## src/rtl/sae_pkg.sv

```systemverilog
// Shared widths, operation codes and types for the static-model arithmetic encoder.
package sae_pkg;

  localparam int CODE_W          = 64;
  localparam int TOTAL_W         = 32;
  localparam int SYM_W           = 8;
  localparam int OP_W            = 2;
  localparam int BYTE_W          = 8;
  localparam int NUM_SYMBOLS_DEF = 256;
  // Wide enough for the largest table depth plus one.
  localparam int SYM_CMP_W       = 13;
  localparam int MAX_BYTES       = 8;
  localparam int BYTE_CNT_W      = $clog2(MAX_BYTES + 1);
  localparam int DIGIT_W         = 2;
  localparam int DIV_STEPS       = CODE_W / DIGIT_W;
  localparam int DIV_CNT_W       = $clog2(DIV_STEPS);
  localparam int MUL_STEPS       = TOTAL_W / DIGIT_W;
  localparam int MUL_CNT_W       = $clog2(MUL_STEPS);

  localparam logic [OP_W-1:0] OP_LOAD   = 2'd0;
  localparam logic [OP_W-1:0] OP_ENCODE = 2'd1;
  localparam logic [OP_W-1:0] OP_FINISH = 2'd2;

  typedef struct packed {
    logic [CODE_W-1:0] high;
    logic [CODE_W-1:0] low;
  } interval_t;

endpackage

```

## src/rtl/sae_divider.sv

```systemverilog
// Radix-4 restoring divider: 64-bit dividend by 32-bit divisor, two quotient bits a cycle.
module sae_divider (
  input  logic                         clk,
  input  logic                         rst_n,
  input  logic                         start,
  input  logic [sae_pkg::CODE_W-1:0]   dividend,
  input  logic [sae_pkg::TOTAL_W-1:0]  divisor,
  output logic                         busy,
  output logic [sae_pkg::CODE_W-1:0]   quotient
);
  import sae_pkg::*;

  localparam int T_W = TOTAL_W + DIGIT_W;

  logic                 busy_r, busy_nxt;
  logic [DIV_CNT_W-1:0] cnt_r, cnt_nxt;
  logic [CODE_W-1:0]    dvd_r, dvd_nxt;
  logic [CODE_W-1:0]    quo_r, quo_nxt;
  logic [TOTAL_W-1:0]   rem_r, rem_nxt;
  logic [T_W-1:0]       d1_r, d1_nxt;
  logic [T_W-1:0]       d2_r, d2_nxt;
  logic [T_W-1:0]       d3_r, d3_nxt;
  logic [T_W-1:0]       trial;
  logic [T_W-1:0]       diff;
  logic [DIGIT_W-1:0]   digit;

  // A zero divisor makes every trial succeed, so the quotient comes out all ones.
  always_comb begin
    trial = {rem_r, dvd_r[CODE_W-1 -: DIGIT_W]};
    if (trial >= d3_r) begin
      digit = 2'd3;
      diff  = trial - d3_r;
    end else if (trial >= d2_r) begin
      digit = 2'd2;
      diff  = trial - d2_r;
    end else if (trial >= d1_r) begin
      digit = 2'd1;
      diff  = trial - d1_r;
    end else begin
      digit = 2'd0;
      diff  = trial;
    end
  end

  always_comb begin
    busy_nxt = busy_r;
    cnt_nxt  = cnt_r;
    dvd_nxt  = dvd_r;
    quo_nxt  = quo_r;
    rem_nxt  = rem_r;
    d1_nxt   = d1_r;
    d2_nxt   = d2_r;
    d3_nxt   = d3_r;
    if (start) begin
      busy_nxt = 1'b1;
      cnt_nxt  = DIV_CNT_W'(DIV_STEPS - 1);
      dvd_nxt  = dividend;
      quo_nxt  = '0;
      rem_nxt  = '0;
      d1_nxt   = T_W'(divisor);
      d2_nxt   = T_W'(divisor) << 1;
      d3_nxt   = T_W'(divisor) + (T_W'(divisor) << 1);
    end else if (busy_r) begin
      dvd_nxt = dvd_r << DIGIT_W;
      quo_nxt = {quo_r[CODE_W-DIGIT_W-1:0], digit};
      rem_nxt = diff[TOTAL_W-1:0];
      cnt_nxt = cnt_r - DIV_CNT_W'(1);
      if (cnt_r == '0) begin
        busy_nxt = 1'b0;
      end
    end
  end

  always_ff @(posedge clk) begin
    if (!rst_n) begin
      busy_r <= 1'b0;
    end else begin
      busy_r <= busy_nxt;
    end
  end

  always_ff @(posedge clk) begin
    cnt_r <= cnt_nxt;
    dvd_r <= dvd_nxt;
    quo_r <= quo_nxt;
    rem_r <= rem_nxt;
    d1_r  <= d1_nxt;
    d2_r  <= d2_nxt;
    d3_r  <= d3_nxt;
  end

  assign busy     = busy_r;
  assign quotient = quo_r;

endmodule

```

## config.mk

```make
export PLATFORM = sky130hd
export DESIGN_NAME = sae_divider
export DESIGN_NICKNAME = d
export VERILOG_FILES = /design/src/rtl/sae_pkg.sv /design/src/rtl/sae_divider.sv
export SDC_FILE = /design/constraint.sdc
export NUM_CORES = 1
export LEC_CHECK = 0
export BUFFER_PORTS_ARGS = -buffer_cell sky130_fd_sc_hd__clkbuf_2
export CORE_UTILIZATION = 60
export DETAILED_ROUTE_END_ITERATION = 6
export PLACE_DENSITY = 0.77
export SLEW_MARGIN = 20
export SYNTH_ARGS = -nofsm -noshare
export SYNTH_HDL_FRONTEND = slang
export SYNTH_SLANG_ARGS = --single-unit
export TNS_END_PERCENT = 30
```

## constraint.sdc

```tcl
create_clock -name clk -period 4.2 [get_ports clk]
set_clock_uncertainty 0.1 [all_clocks]
set_input_delay 0.84 -clock clk [delete_from_list [all_inputs] [get_ports clk]]
set_output_delay 0.84 -clock clk [all_outputs]
set_load 0.02 [all_outputs]
```

# Word level (Yosys, flattened, before mapping)
# Index checks and enable logic that the tools add are counted.
# W data, S select, Z words.
[word_totals]
elab_cells = 28
ff_bits = 232
input_bits = 99
[op_classes]
n_lt_le_gt_ge = 3
n_reduce_logical = 2
mux = 11
addsub = 5
[op_table]
columns = ["cell", "n"]
rows = [
  ["$mux W64", 2],
  ["$mux W32", 3],
  ["$sub A32 B32 Y32", 3],
  ["$add A32 B33 Y34", 1],
  ["$ge A34 B32 Y1", 1],
  ["$ge A34 B33 Y1", 1],
  ["$ge A34 B34 Y1", 1],
  ["$logic_not A5 Y1", 1],
  ["$sub A5 B1 Y5 const B", 1],
  ["$mux W1", 4],
  ["$mux W2", 2],
  ["$reduce_bool A2 Y1", 1],
]

# Longest topological paths before layout
[logic_depth]
word_depth = 4
ltp_mapped = 16
ltp_nobuf = 14

# Least setup slack after synthesis
# OpenSTA, ideal clock, no wires.
[synth_path]
kind = "input to register"
start = "input port divisor[6] (netlist bit)"
end = "register d3_r[32] (data pin)"
setup_slack_ns = 0.849
cell_stages = 11
arrival_time_ns = 2.989
setup_ns = 0.263
path_buffers = 0
path_cell_list = "ha_1 > a21o_1 > or3_1 > o211ai_1 > nor3b_1 > nor2_1 > o21ai_1 > and4_1 > o31a_1 > a311oi_1 > xnor2_1"
[synth_between]
elab_chain_cells = 1
[synth_lines]
columns = ["item", "line_no", "source"]
rows = [
  ["start: declaration", "sae_divider.sv:7", "input logic [sae_pkg::TOTAL_W-1:0] divisor,"],
  ["$add A32 B33 Y34", "sae_divider.sv:62", "d3_nxt = T_W'(divisor) + (T_W'(divisor) << 1);"],
  ["end signal: assignment", "sae_divider.sv:89", "d3_r <= d3_nxt;"],
  ["end: declaration", "sae_divider.sv:22", "logic [T_W-1:0] d3_r, d3_nxt;"],
]
# No other way between the ends.
# A chain may end at the register's enable or synchronous reset.

# Worst setup path in the final report
[layout_path]
start = "register dvd_r[62]"
end = "register rem_r[19]"
[layout_between]
elab_chain_cells = 4
word_cells_on_any_way = 9
[layout_lines]
columns = ["item", "line_no", "source"]
rows = [
  ["start: declaration", "sae_divider.sv:17", "logic [CODE_W-1:0] dvd_r, dvd_nxt;"],
  ["start signal: assignment", "sae_divider.sv:84", "dvd_r <= dvd_nxt;"],
  ["$sub A32 B32 Y32 / $ge A34 B32 Y1 (equally long branches)", "sae_divider.sv:38, sae_divider.sv:36", ""],
  ["$mux W32", "sae_divider.sv:36", "end else if (trial >= d1_r) begin"],
  ["$mux W32", "sae_divider.sv:33", "end else if (trial >= d2_r) begin"],
  ["$mux W32 (*)", "sae_divider.sv:30", "if (trial >= d3_r) begin"],
  ["end signal: assignment", "sae_divider.sv:86", "rem_r <= rem_nxt;"],
  ["end: declaration", "sae_divider.sv:19", "logic [TOTAL_W-1:0] rem_r, rem_nxt;"],
]
# Every way passes the cells marked *; elsewhere a longest branch is shown, timed or not.

==> results_dict.tcl <==
set metrics [dict create \
    cp_data_arrival_time_ps 4200 \
    timing.hold.ws_ps 368 \
    cts_htree_levels 1 \
    cts_root_buf "sky130_fd_sc_hd__clkbuf_16" \
    antenna_cells 0 \
    async_flop_share_pct 0 \
    hold_viol_final 0 \
    share_clk_of_total_power_pct 28.4 \
    required_ps 4610 \
    setup.worst_path.start_class "register" \
    post_drt_via_cell_ratio 6.14 \
    maxCapViolCount 0 \
    synth.cell_area_sq_um 15800 \
    synth.area.mux_share_pct 8.79 \
    critical_path.reg2reg.endpoint "rem_r[19]$_SDFFE_PP0P_" \
    synth_adder_area_share_pct 10.9 \
    slew_headroom_pct 39.8 \
    place_congestion 1.05 \
    maxClockFrequency_mhz 264 \
    die-height_um 164 \
    synth_top_family_by_area "compound AO/OA/AOI/OAI gates" \
    cts_hold_buffers 0 \
    floorplan.io_pins 164 \
    area_delta_synth_final_pct 12.3 \
    p_leak_nw 8.01 \
    wl_per_cell_um 19.6 \
    vdd.ir_drop.worst_v 0.000392 \
    slew_violations 0 \
    cts_setup_buffers 0 \
    ys_seq_area_share_pct 37.4 \
    design.core.area_sq_um 26000 \
    synth-xor-area-share_pct 5.98 \
    syn_nets 1905 \
    worstSetupEndpointType "register" \
    grt_setup_unrepaired "false" \
    clock_sinks 231 \
    r2r_slack_ps 410 \
    power_switching_share_pct 37.1 \
    post-place-cells 2117 \
    antenna_found_initial 0 \
    chipWidth_um 164 \
    initial_core_util_pct 60.8 \
    critical_path_class "register to register" \
    synth_simple_gate_area_share_pct 12.5 \
    dpl_hpwl_mm 31.9 \
    synth_compound_area_share_pct 20.0 \
    postSynthRegisterBits 231 \
    final_cell_count_no_fill 2165 \
    setup_tns_ps 0 \
    cts_resized 0 \
    layout_worst_path_cycle_share_pct 90.2 \
    r2r_startpoint "dvd_r[62]$_DFFE_PP_" \
    routed_via_count 13300 \
    grt_start_max_net_pins 159 \
    syn_avg_cell_area_sq_um 9.46 \
    yosysUniqueCellTypes 88 \
    power.share.combinational_pct 37.0 \
    worst-path-max-fanout 10 \
    clk_pin_slew_ps 70 \
    result_of_the_run "completed" \
    drt_wl_total_mm 42.5 \
    fp.dieArea_sq_um 27000 \
    relative_contribution_of_sequential_cells_to_total_power_pct 34.6 \
    cts_tree "yes" \
    powerDensity_nw_per_um2 454 \
    placement.io_buffers 163 \
    layout_min_cycle_time_ps 3790 \
    yosysWarningCount 0 \
    drt_pre_antenna_iters 5 \
    global_route_wire_length_before_repair_mm 66.0 \
    fillers 2112 \
    final_layout_size_suffix_gt1_share_pct 17.5 \
    grt_overflow 0 \
    clock_latency_ps 570 \
    floorplan.rows 59 \
    worstHoldPathType "input port to register" \
    synth_cells 1671 \
    reg2regPathDepth 13 \
    count_of_flip_flops_with_a_built_in_enable_after_synthesis 129 \
    synth_flop_cell "sky130_fd_sc_hd__edfxtp_1" \
    worst_setup_path_endpoint "rem_r[19]$_SDFFE_PP0P_" \
    cts_buffers 26 \
    power_spent_charging_and_discharging_nets_mw 2.99 \
    first_global_vias 12300 \
    track_usage_pct 31.2 \
    worstSetupStartpoint "dvd_r[62]$_DFFE_PP_" \
    power_report.internal_total_mw 5.07 \
    clock_tree.buffer_depth 3 \
    report.final.setup_viol 0 \
    finish.utilization_pct 68.3 \
    final_nets 2044 \
    first_iter_violations 1193 \
    route.antenna.remaining_nets 0 \
    tightest_slew_ps 899 \
    drc 0 \
]
## flip-flops by register name (all words and copies together) (netlist names)
| name | flops |
|---|---|
| d1_r | 31 |
| cnt_r | 5 |
| busy | 1 |
| d3_r | 34 |
| rem_r | 32 |
| quotient | 64 |
| dvd_r | 64 |
## logic make-up (layout without fill, tap and decap cells)
| kind of cell | after synthesis | count (layout) |
|---|---|---|
| AOI/OAI and AO/OA | 474 | 474 |
| xor gates and xnor gates | 108 | 108 |
| adders and majority gates | 135 | 135 |
| buffers and inverters | 170 | 329 |
| DFF | 231 | 231 |
| muxes | 131 | 131 |
| and+or+nand+nor | 422 | 422 |
## worst max-delay path, stage by stage, from the launching register on
cell                       delay, ps
sky130_fd_sc_hd__edfxtp_1        390
sky130_fd_sc_hd__inv_1           110
sky130_fd_sc_hd__ha_1            240
sky130_fd_sc_hd__inv_1           110
sky130_fd_sc_hd__fa_1            410
sky130_fd_sc_hd__nand3_1         110
sky130_fd_sc_hd__a211oi_1        100
sky130_fd_sc_hd__a221o_2         340
sky130_fd_sc_hd__a31oi_2         310
sky130_fd_sc_hd__a2111o_1        260
sky130_fd_sc_hd__and2_1          420
sky130_fd_sc_hd__nand2_1         100
sky130_fd_sc_hd__a311oi_1        480
sky130_fd_sc_hd__o221a_2         270
## synthesized netlist by cell type, drive strengths merged, types with 5 or more instances
| cell type | count | share of area, % |
|---|---|---|
| o211ai | 14 | 0.70 |
| xor2 | 33 | 1.8 |
| o21ai | 78 | 2.5 |
| a31o | 5 | 0.28 |
| nand2 | 101 | 2.4 |
| a21o | 73 | 3.5 |
| o21a | 19 | 0.90 |
| inv | 102 | 2.4 |
| or3 | 8 | 0.32 |
| mux2 | 63 | 4.5 |
| a22oi | 9 | 0.43 |
| a21oi | 144 | 4.6 |
| and2 | 13 | 0.51 |
| nand4 | 23 | 0.95 |
| a311oi | 8 | 0.48 |
| buf | 24 | 0.96 |
| nor2 | 165 | 3.9 |
| ha | 131 | 10 |
| o31ai | 7 | 0.36 |
| nor4 | 7 | 0.37 |
| nor2b | 12 | 0.47 |
| o21bai | 13 | 0.62 |
| nor3 | 23 | 0.79 |
| a211oi | 30 | 1.5 |
| nand3 | 31 | 0.98 |
| dfxtp | 102 | 13 |
| a31oi | 20 | 0.83 |
| nand2b | 10 | 0.40 |
| xnor2 | 75 | 4.2 |
| clkbuf | 44 | 1.1 |
| edfxtp | 129 | 24 |
| and3 | 13 | 0.51 |
| mux2i | 68 | 4.3 |
| a221o | 7 | 0.45 |
## worst min-delay path by stage
| stage | from | end | slack, ps | cells past startpoint |
|---|---|---|---|---|
| 5_1_grt | divisor[0] | d3_r[0]$_DFFE_PP_ | 360 | 1 |
| 3_5_place_dp | quotient[62]$_SDFFE_PP0P_ | quotient[62]$_SDFFE_PP0P_ | 380 | 2 |
| 4_1_cts | divisor[0] | d3_r[0]$_DFFE_PP_ | 360 | 1 |
| 3_3_place_gp | quotient[62]$_SDFFE_PP0P_ | quotient[62]$_SDFFE_PP0P_ | 370 | 2 |
| 6_report | divisor[0] | d3_r[0]$_DFFE_PP_ | 370 | 1 |
| 2_1_floorplan | cnt_r[3]$_SDFFE_PP1P_ | cnt_r[3]$_SDFFE_PP1P_ | 370 | 2 |
## metal layers
layer / GRT usage (%) / part of all wire, % / up-vias
met4: 7.37 / 2.5 / 0
met1: 45.5 / 45 / 6186
met3: 5.81 / 9.6 / 74
met2: 47.4 / 43 / 601
li1: - / - / 6433
met5: 0 / 0 / -
## stage by stage
step / total power [mW] / setup WS (ps) / cell area [sq um]
final: 8.06 / 412 / 17800
after global routing: 8.45 / 236 / 17800
after CTS: 8.01 / 473 / 17800
after detailed placement: 5.70 / 292 / 16900
after global placement: 5.66 / 430 / 16900
after floorplan: 4.98 / 849 / 15800
## placed cells by master (no fill, tap or decap), drive strengths merged, types with 5 or more instances in the layout
master,Yosys,final
buf,24,17
or3,8,8
clkinv,0,9
a31oi,20,20
o21ai,78,78
o31ai,7,7
xor2,33,33
clkbuf,44,191
and2,13,13
nor3,23,23
nand4,23,23
inv,102,107
a211oi,30,30
a22oi,9,9
mux2i,68,68
nor2,165,165
nor4,7,7
nand2,101,101
a31o,5,5
xnor2,75,75
nor2b,12,12
a221o,7,7
o21bai,13,13
edfxtp,129,129
o21a,19,19
and3,13,13
dfxtp,102,102
a21o,73,73
a21oi,144,144
o211ai,14,14
nand2b,10,10
ha,131,131
a311oi,8,8
mux2,63,63
nand3,31,31
## power by group through the flow
stage                     logic (mW)  clock network, mW  registers (mW)
after floorplan                 2.22                  0            2.76
after global placement          2.84                  0            2.82
after detailed placement        2.88                  0            2.83
after CTS                       2.91               2.31            2.78
after global routing            3.25               2.39            2.81
final                           2.98               2.29            2.79
## layout make-up
cell class | instances | area [sq um] | share of cell area [%]
Multi-Input combinational cell | 1270 | 9200 | 51.8
Clock buffer | 29 | 672 | 3.78
Timing Repair Buffer | 179 | 967 | 5.45
Inverter | 102 | 383 | 2.16
Sequential cell | 231 | 5920 | 33.3
Tap cell | 335 | 419 | 2.36
Clock inverter | 19 | 201 | 1.13
(Power assumes the default switching activity.)
