File: src/rtl/sae_pkg.sv
// Shared widths, operation codes and types for the static-model arithmetic encoder.
package sae_pkg;

  localparam int CODE_W          = 64;
  localparam int TOTAL_W         = 32;
  localparam int SYM_W           = 8;
  localparam int OP_W            = 2;
  localparam int BYTE_W          = 8;
  localparam int NUM_SYMBOLS_DEF = 256;
  // Wide enough for the largest table depth plus one.
  localparam int SYM_CMP_W       = 13;
  localparam int MAX_BYTES       = 8;
  localparam int BYTE_CNT_W      = $clog2(MAX_BYTES + 1);
  localparam int DIGIT_W         = 2;
  localparam int DIV_STEPS       = CODE_W / DIGIT_W;
  localparam int DIV_CNT_W       = $clog2(DIV_STEPS);
  localparam int MUL_STEPS       = TOTAL_W / DIGIT_W;
  localparam int MUL_CNT_W       = $clog2(MUL_STEPS);

  localparam logic [OP_W-1:0] OP_LOAD   = 2'd0;
  localparam logic [OP_W-1:0] OP_ENCODE = 2'd1;
  localparam logic [OP_W-1:0] OP_FINISH = 2'd2;

  typedef struct packed {
    logic [CODE_W-1:0] high;
    logic [CODE_W-1:0] low;
  } interval_t;

endpackage

File: src/rtl/sae_multiplier.sv
// Dual radix-4 shift-and-add unit: base + q * upper and base + q * lower, modulo 2^64.
module sae_multiplier (
  input  logic                         clk,
  input  logic                         rst_n,
  input  logic                         start,
  input  logic [sae_pkg::CODE_W-1:0]   q,
  input  logic [sae_pkg::CODE_W-1:0]   base,
  input  logic [sae_pkg::TOTAL_W-1:0]  upper,
  input  logic [sae_pkg::TOTAL_W-1:0]  lower,
  output logic                         busy,
  output sae_pkg::interval_t           result
);
  import sae_pkg::*;

  logic                 busy_r, busy_nxt;
  logic [MUL_CNT_W-1:0] cnt_r, cnt_nxt;
  logic [CODE_W-1:0]    mc_r, mc_nxt;
  logic [CODE_W-1:0]    mc3_r, mc3_nxt;
  logic [TOTAL_W-1:0]   mp_hi_r, mp_hi_nxt;
  logic [TOTAL_W-1:0]   mp_lo_r, mp_lo_nxt;
  logic [CODE_W-1:0]    acc_hi_r, acc_hi_nxt;
  logic [CODE_W-1:0]    acc_lo_r, acc_lo_nxt;

  function automatic logic [CODE_W-1:0] pick(input logic [DIGIT_W-1:0] dg,
                                             input logic [CODE_W-1:0] m1,
                                             input logic [CODE_W-1:0] m3);
    logic [CODE_W-1:0] r;
    case (dg)
      2'd0:    r = '0;
      2'd1:    r = m1;
      2'd2:    r = m1 << 1;
      default: r = m3;
    endcase
    return r;
  endfunction

  always_comb begin
    busy_nxt   = busy_r;
    cnt_nxt    = cnt_r;
    mc_nxt     = mc_r;
    mc3_nxt    = mc3_r;
    mp_hi_nxt  = mp_hi_r;
    mp_lo_nxt  = mp_lo_r;
    acc_hi_nxt = acc_hi_r;
    acc_lo_nxt = acc_lo_r;
    if (start) begin
      busy_nxt   = 1'b1;
      cnt_nxt    = MUL_CNT_W'(MUL_STEPS - 1);
      mc_nxt     = q;
      mc3_nxt    = q + (q << 1);
      mp_hi_nxt  = upper;
      mp_lo_nxt  = lower;
      acc_hi_nxt = base;
      acc_lo_nxt = base;
    end else if (busy_r) begin
      acc_hi_nxt = acc_hi_r + pick(mp_hi_r[DIGIT_W-1:0], mc_r, mc3_r);
      acc_lo_nxt = acc_lo_r + pick(mp_lo_r[DIGIT_W-1:0], mc_r, mc3_r);
      mp_hi_nxt  = mp_hi_r >> DIGIT_W;
      mp_lo_nxt  = mp_lo_r >> DIGIT_W;
      mc_nxt     = mc_r << DIGIT_W;
      mc3_nxt    = mc3_r << DIGIT_W;
      cnt_nxt    = cnt_r - MUL_CNT_W'(1);
      if (cnt_r == '0) begin
        busy_nxt = 1'b0;
      end
    end
  end

  always_ff @(posedge clk) begin
    if (!rst_n) begin
      busy_r <= 1'b0;
    end else begin
      busy_r <= busy_nxt;
    end
  end

  always_ff @(posedge clk) begin
    cnt_r    <= cnt_nxt;
    mc_r     <= mc_nxt;
    mc3_r    <= mc3_nxt;
    mp_hi_r  <= mp_hi_nxt;
    mp_lo_r  <= mp_lo_nxt;
    acc_hi_r <= acc_hi_nxt;
    acc_lo_r <= acc_lo_nxt;
  end

  assign busy        = busy_r;
  assign result.high = acc_hi_r;
  assign result.low  = acc_lo_r;

endmodule

File: config.mk
export PLATFORM = sky130hd
export DESIGN_NAME = sae_multiplier
export DESIGN_NICKNAME = d
export VERILOG_FILES = /design/src/rtl/sae_pkg.sv /design/src/rtl/sae_multiplier.sv
export SDC_FILE = /design/constraint.sdc
export NUM_CORES = 1
export LEC_CHECK = 0
export ABC_AREA = 1
export BUFFER_PORTS_ARGS = -buffer_cell sky130_fd_sc_hd__buf_2
export CORE_ASPECT_RATIO = 1.5
export CORE_UTILIZATION = 56
export DETAILED_ROUTE_END_ITERATION = 8
export PLACE_DENSITY_LB_ADDON = 0.05
export SLEW_MARGIN = 25
export SYNTH_ARGS = -nofsm -noshare
export SYNTH_HDL_FRONTEND = slang
export SYNTH_SLANG_ARGS = --single-unit
File: constraint.sdc
create_clock -name clk -period 8.4 [get_ports clk]
set_clock_uncertainty 0.2 [all_clocks]
set_input_delay 0.42 -clock clk [delete_from_list [all_inputs] [get_ports clk]]
set_output_delay 0.42 -clock clk [all_outputs]
set_load 0.05 [all_outputs]
After elaboration in Yosys (flattened, before gate mapping):

Index checks and enable logic that the tools add are counted.

* mux-type cells: 21
* eq/ne operators: 4
* add/subtract/negate cells: 4
* reduce and logical (&&, ||, !) cells: 4

Operators by type and width (count)
* 64-bit 2-to-1 mux: 12
* 64-bit one-hot mux with 3 select lines: 2
* 64-bit adder: 3
* 32-bit 2-to-1 mux: 4
* 2-bit by 1-bit == test with 1-bit output (second input constant): 2
* 2-bit == test (second input constant): 2
* 2-bit zero test: 2
* 4-bit zero test: 1
* 4-bit by 1-bit subtractor with 4-bit output (second input constant): 1
* 1-bit 2-to-1 mux: 3
* 2-bit nonzero test: 1

* output and inout port bits: 129
* register bits: 325
* word-level logic and storage cells: 41
* input bits: 195

Longest topological paths before layout:

* word-level depth: 7
* mapped depth: 23
* gate-level depth less buffers: 21

Worst setup path after synthesis:

No wires, ideal clock.

* path kind: input to register
* from: in start
* to: reg acc_hi_r[0], enable pin
* buffers on the path: 3
* path slack: -383 ps
* setup time: 2398 ps
* data arrival time: 6185 ps
* required time: 5802 ps
* cell stages on the path: 5
* cell sequence: clkbuf_2 -> inv_1 -> buf_2 -> buf_2 -> nand2_1

* word-level cells in the longest chain between the ends: 1

RTL lines
* start: declaration: line sae_multiplier.sv:5 `input logic start,`
* 2-bit nonzero test (no source line)
* end signal: assignment: line sae_multiplier.sv:83 `acc_hi_r <= acc_hi_nxt;`
* end: declaration: line sae_multiplier.sv:21 `logic [CODE_W-1:0] acc_hi_r, acc_hi_nxt;`

No other way between the ends.
A chain may end at the register's enable or synchronous reset.

Worst setup path after layout:

* from: reg mp_lo_r[1]
* to: reg acc_lo_r[58], data pin

* word-level cells in the longest chain between the ends: 7
* elaborated cells between the ends (all ways): 9
* those cells by class: 1 x add/sub; 2 x eq/ne; 5 x mux; 1 x reduce/logical

RTL lines
* start: declaration: line sae_multiplier.sv:20 `logic [TOTAL_W-1:0] mp_lo_r, mp_lo_nxt;`
* start signal: assignment: line sae_multiplier.sv:82 `mp_lo_r <= mp_lo_nxt;`
* 2-bit == test (tied with other cells): line sae_multiplier.sv:28 `case (dg)`
* 64-bit one-hot mux with 3 select lines (*): line sae_multiplier.sv:28
* 64-bit 2-to-1 mux (*): line sae_multiplier.sv:55 `end else if (busy_r) begin`
* 64-bit 2-to-1 mux (*): line sae_multiplier.sv:46 `if (start) begin`
* 64-bit adder (*): line sae_multiplier.sv:57 `acc_lo_nxt = acc_lo_r + pick(mp_lo_r[DIGIT_W-1:0], mc_r, mc3_r);`
* 64-bit 2-to-1 mux (*): line sae_multiplier.sv:55
* 64-bit 2-to-1 mux (*): line sae_multiplier.sv:46
* named net acc_lo_nxt[58]: line sae_multiplier.sv:22 `logic [CODE_W-1:0] acc_lo_r, acc_lo_nxt;`
* end signal: assignment: line sae_multiplier.sv:84 `acc_lo_r <= acc_lo_nxt;`
* end: declaration: line sae_multiplier.sv:22

Mark *: on every way through the listed nets, which the timed path passes. The rest lies on a longest branch. The select of a mux whose other input is x is not followed.

==> summary.md <==
## Finish
• number of fill cells in the layout: 5471
• cell area after layout: 38300 um^2
• layout cell share with drive strength beyond 1: 8.54%
• synth-to-layout area growth: 15.8%
• Post-layout nets: 6293

## STA
• Fin Setup TNS: 0 ps
• final number of max-transition violations: 0
• worst hold slack after final layout: 20.2 ps
• share of the cycle needed by the critical path after routing: 54.1%
• RSZ-0062 raised after global routing: false
• highest achievable clock rate: 0.220 GHz
• relative slew slack: 31.0%
• final-report setup violation count: 0
• transition at the pin with the smallest max-transition slack: 1030 ps
• hold violation total from the final report: 0
• final critical path time including I/O delays and setup: 4550 ps

## Clocking
• CTS H-tree lvls: 2
• CTS tree: built
• total clock buffers created by CTS: 38
• CTS root buffer: sky130_fd_sc_hd__clkbuf_16
• number of sinks handled by clock tree synthesis: 324
• clock network latency to the later pin of the worst-skew pair: 610 ps
• Post-CTS Resized: 0
• clock-pin slew on the worst setup and hold paths: 70 ps
• clk buf depth: 3

## Run status
• run status: finished clean

## Power and ir drop
• switching fraction of total power: 48.8%
• Pwr per Cell Area: 238 nW/um^2
• Comb pwr share: 52.4%
• Int Power: 4660 uW
• LEAKAGE: 0.0216 uW
• Clk pwr share: 21.2%
• total chip power: 9120 uW
• net switching power figure: 4450 uW
• Worst IR Drop VDD: 0.000202 V
• relative contribution of sequential cells to total power: 26.4%

## GRT
• global-route wire length before repair: 193000 um
• number of global-route vias before repair: 35100
• total global-route track usage: 42.4%
• total grt overflow: 0
• antenna violations before repair: 3
• pin count of the biggest net entering global routing: 135

## Synthesis
• register area share after synthesis: 29.2%
• total standard cell area after synthesis: 33100 um^2
• most common flop cell mapped by yosys: sky130_fd_sc_hd__edfxtp_1
• Post-synth EDFFs: 319
• synthesized area divided by synthesized cell count: 6.04 um^2
• post-synthesis cell type count: 40
• syn nets: 5878
• total of warnings raised by yosys: 0
• Gate Count Post-Synth: 5481
• async set-reset flop share out of synthesis: 0%
• register bit total from synthesis: 324

## Detailed routing
• post-route ant nets: 0
• DR iter-0 viols: 3451
• routed wire length per instance: 19.3 um
• Post-Route WL: 129000 um
• post-detailed-route DRC marker count: 0
• via count: 36900
• routed via count divided by cell count: 5.51
• First-pass DRT Iterations: 6

## Floorplan
• Die Y-Extent: 300 um
• floorplan die area: 60100 um^2
• die span in x: 201 um
• effective utilization at floorplan: 57.0%
• Core Box Area: 58100 um^2
• # rows: 108
• number of top-level pins: 324

## Setup path
• category of the worst setup path capture point: flop
• crit start category: flop
• data required time of the critical path: 8540 ps
• kind of critical path: reg2reg
• arrival time of data at the critical path endpoint: 4690 ps
• critical path peak fanout: 35

## Place
• detailed placement HPWL: 101000 um
• gpl congestion: 1.02
• placed cell areas: 35400 um^2
• input/output buffers: 323

## Job
• number of violations of the max-capacitance limit: 0

## Min path
• Worst Hold Class: in2reg

## cells in the mapped netlist (11+ instances only)
cell / instances / share of area (%)
sky130_fd_sc_hd__nand2_1: 2176 / 25
sky130_fd_sc_hd__xnor2_1: 28 / 0.74
sky130_fd_sc_hd__inv_2: 11 / 0.12
sky130_fd_sc_hd__nor2_2: 24 / 0.45
sky130_fd_sc_hd__o21ai_0: 279 / 4.2
sky130_fd_sc_hd__clkbuf_1: 72 / 0.82
sky130_fd_sc_hd__inv_1: 1160 / 13
sky130_fd_sc_hd__a21oi_1: 254 / 3.8
sky130_fd_sc_hd__o21ai_1: 18 / 0.27
sky130_fd_sc_hd__a221oi_1: 34 / 0.90
sky130_fd_sc_hd__ha_1: 199 / 7.5
sky130_fd_sc_hd__o221ai_1: 55 / 1.5
sky130_fd_sc_hd__nor3_1: 29 / 0.44
sky130_fd_sc_hd__nand2_2: 36 / 0.68
sky130_fd_sc_hd__buf_2: 31 / 0.47
sky130_fd_sc_hd__edfxtp_1: 319 / 29
sky130_fd_sc_hd__nand3b_1: 22 / 0.50
sky130_fd_sc_hd__nand4_1: 30 / 0.57
sky130_fd_sc_hd__o22ai_1: 36 / 0.68
sky130_fd_sc_hd__nor2_1: 363 / 4.1
sky130_fd_sc_hd__buf_1: 15 / 0.17
sky130_fd_sc_hd__nand3_1: 235 / 3.6
## cells by family (layout without fill, tap and decap cells)
| family | Yosys count | after routing | synth area share, % |
|---|---|---|---|
| xor gates and xnor gates | 29 | 29 | 0.767 |
| buffers and inverters | 1291 | 1735 | 14.8 |
| adders and majority gates | 202 | 202 | 7.70 |
| other | 0 | 2 | 0 |
| and+or+nand+nor | 2948 | 2948 | 35.9 |
| DFF | 324 | 324 | 29.2 |
| AOI/OAI and AO/OA | 687 | 687 | 11.6 |
## worst max-delay path, stage by stage (launching register included)
cell and delay [ps]:
sky130_fd_sc_hd__edfxtp_1 900, sky130_fd_sc_hd__inv_2 70, sky130_fd_sc_hd__nand2_1 330, sky130_fd_sc_hd__buf_4 420
sky130_fd_sc_hd__o221ai_1 170, sky130_fd_sc_hd__o21ai_0 170, sky130_fd_sc_hd__inv_1 80, sky130_fd_sc_hd__ha_1 360
sky130_fd_sc_hd__nand2_1 120, sky130_fd_sc_hd__nor2_1 250, sky130_fd_sc_hd__nand3_1 120, sky130_fd_sc_hd__nand3_1 210
sky130_fd_sc_hd__nand3_1 110, sky130_fd_sc_hd__nand2_1 270, sky130_fd_sc_hd__nand2_1 160, sky130_fd_sc_hd__nand2_1 90
sky130_fd_sc_hd__nand2_1 50, sky130_fd_sc_hd__nand3_1 100, sky130_fd_sc_hd__nand2_1 70
## sequential cells by signal, indices dropped and copies added, names as in the netlist
| register | count |
|---|---|
| acc_hi_r | 64 |
| acc_lo_r | 64 |
| mc_r | 64 |
| mc3_r | 63 |
| mp_hi_r | 32 |
| mp_lo_r | 32 |
| cnt_r | 4 |
| busy | 1 |
## stage by stage
step	setup slack (ps)	instances	utilization (%)
final	3850	6697	66.0
after global routing	3620	6695	66.0
after CTS	3960	6694	65.9
after detailed placement	3970	6472	60.9
after global placement	4020	6472	60.9
after floorplan	2910	5481	-
## routing by layer
metal  global-route usage, %  vias to the layer above  routed length, um
li1                        -                    17900                  -
met5                       0                        -                 22
met4                    30.6                        4              10700
met3                    4.57                      482              10400
met1                    48.8                    16500              47200
met2                    73.2                     1990              61000
## cell type report
class	count	area, um^2	area share [%]
clock inverters	25	390	1.02
clock buffers	44	1000	2.62
diodes	2	5.00	0.0131
inverters	1172	4410	11.5
flip-flops and latches	324	9680	25.2
repair buffers	494	3330	8.67
multi-input cells	3866	18600	48.4
well taps	770	963	2.51
## worst paths after layout
kind | slack [ps] | startpoint | end | depth (start not counted)
worst max-delay path | 3850 | mp_lo_r[1] | acc_lo_r[58] | 18
worst min-delay path | 20 | base[50] | acc_hi_r[50] | 3
worst max register to register | 3850 | mp_lo_r[1] | acc_lo_r[58] | 18
worst min register to register | 320 | mp_hi_r[5] | mp_hi_r[3] | 2
## what timing repair did
action | 4_1_cts | 5_1_grt
endpoints found under the hold margin | 174 | 0
hold buffers | 153 | 0
buffers inserted | 0 | 0
## power groups by stage
| stage | registers [uW] | logic, uW | clock network (uW) |
|---|---|---|---|
| 2_1_floorplan | 2840 | 2800 | 0 |
| 3_3_place_gp | 2420 | 4530 | 0 |
| 3_5_place_dp | 2420 | 4580 | 0 |
| 4_1_cts | 2390 | 4650 | 1930 |
| 5_1_grt | 2420 | 5250 | 1970 |
| 6_report | 2410 | 4780 | 1930 |
## layout by cell type (no fill, tap or decap), types with 7 or more instances in the layout
| master | instances |
|---|---|
| sky130_fd_sc_hd__o221ai_1 | 55 |
| sky130_fd_sc_hd__o21ai_0 | 279 |
| sky130_fd_sc_hd__buf_2 | 322 |
| sky130_fd_sc_hd__o21ai_1 | 18 |
| sky130_fd_sc_hd__ha_1 | 199 |
| sky130_fd_sc_hd__nand3b_1 | 22 |
| sky130_fd_sc_hd__nor2_1 | 363 |
| sky130_fd_sc_hd__o21bai_1 | 7 |
| sky130_fd_sc_hd__a221oi_1 | 34 |
| sky130_fd_sc_hd__xnor2_1 | 28 |
| sky130_fd_sc_hd__nand3_2 | 8 |
| sky130_fd_sc_hd__nand4_1 | 30 |
| sky130_fd_sc_hd__nand2_1 | 2173 |
| sky130_fd_sc_hd__a21oi_1 | 254 |
| sky130_fd_sc_hd__inv_2 | 11 |
| sky130_fd_sc_hd__nor3_1 | 29 |
| sky130_fd_sc_hd__edfxtp_1 | 319 |
| sky130_fd_sc_hd__nand3_1 | 235 |
| sky130_fd_sc_hd__bufinv_16 | 9 |
| sky130_fd_sc_hd__nor3_2 | 8 |
| sky130_fd_sc_hd__buf_4 | 16 |
| sky130_fd_sc_hd__nor2_2 | 24 |
| sky130_fd_sc_hd__inv_1 | 1159 |
| sky130_fd_sc_hd__dlygate4sd3_1 | 153 |
| sky130_fd_sc_hd__clkbuf_16 | 39 |
| sky130_fd_sc_hd__nand2_2 | 38 |
| sky130_fd_sc_hd__o22ai_1 | 36 |
Note: power is estimated with default switching activity, not from simulation.
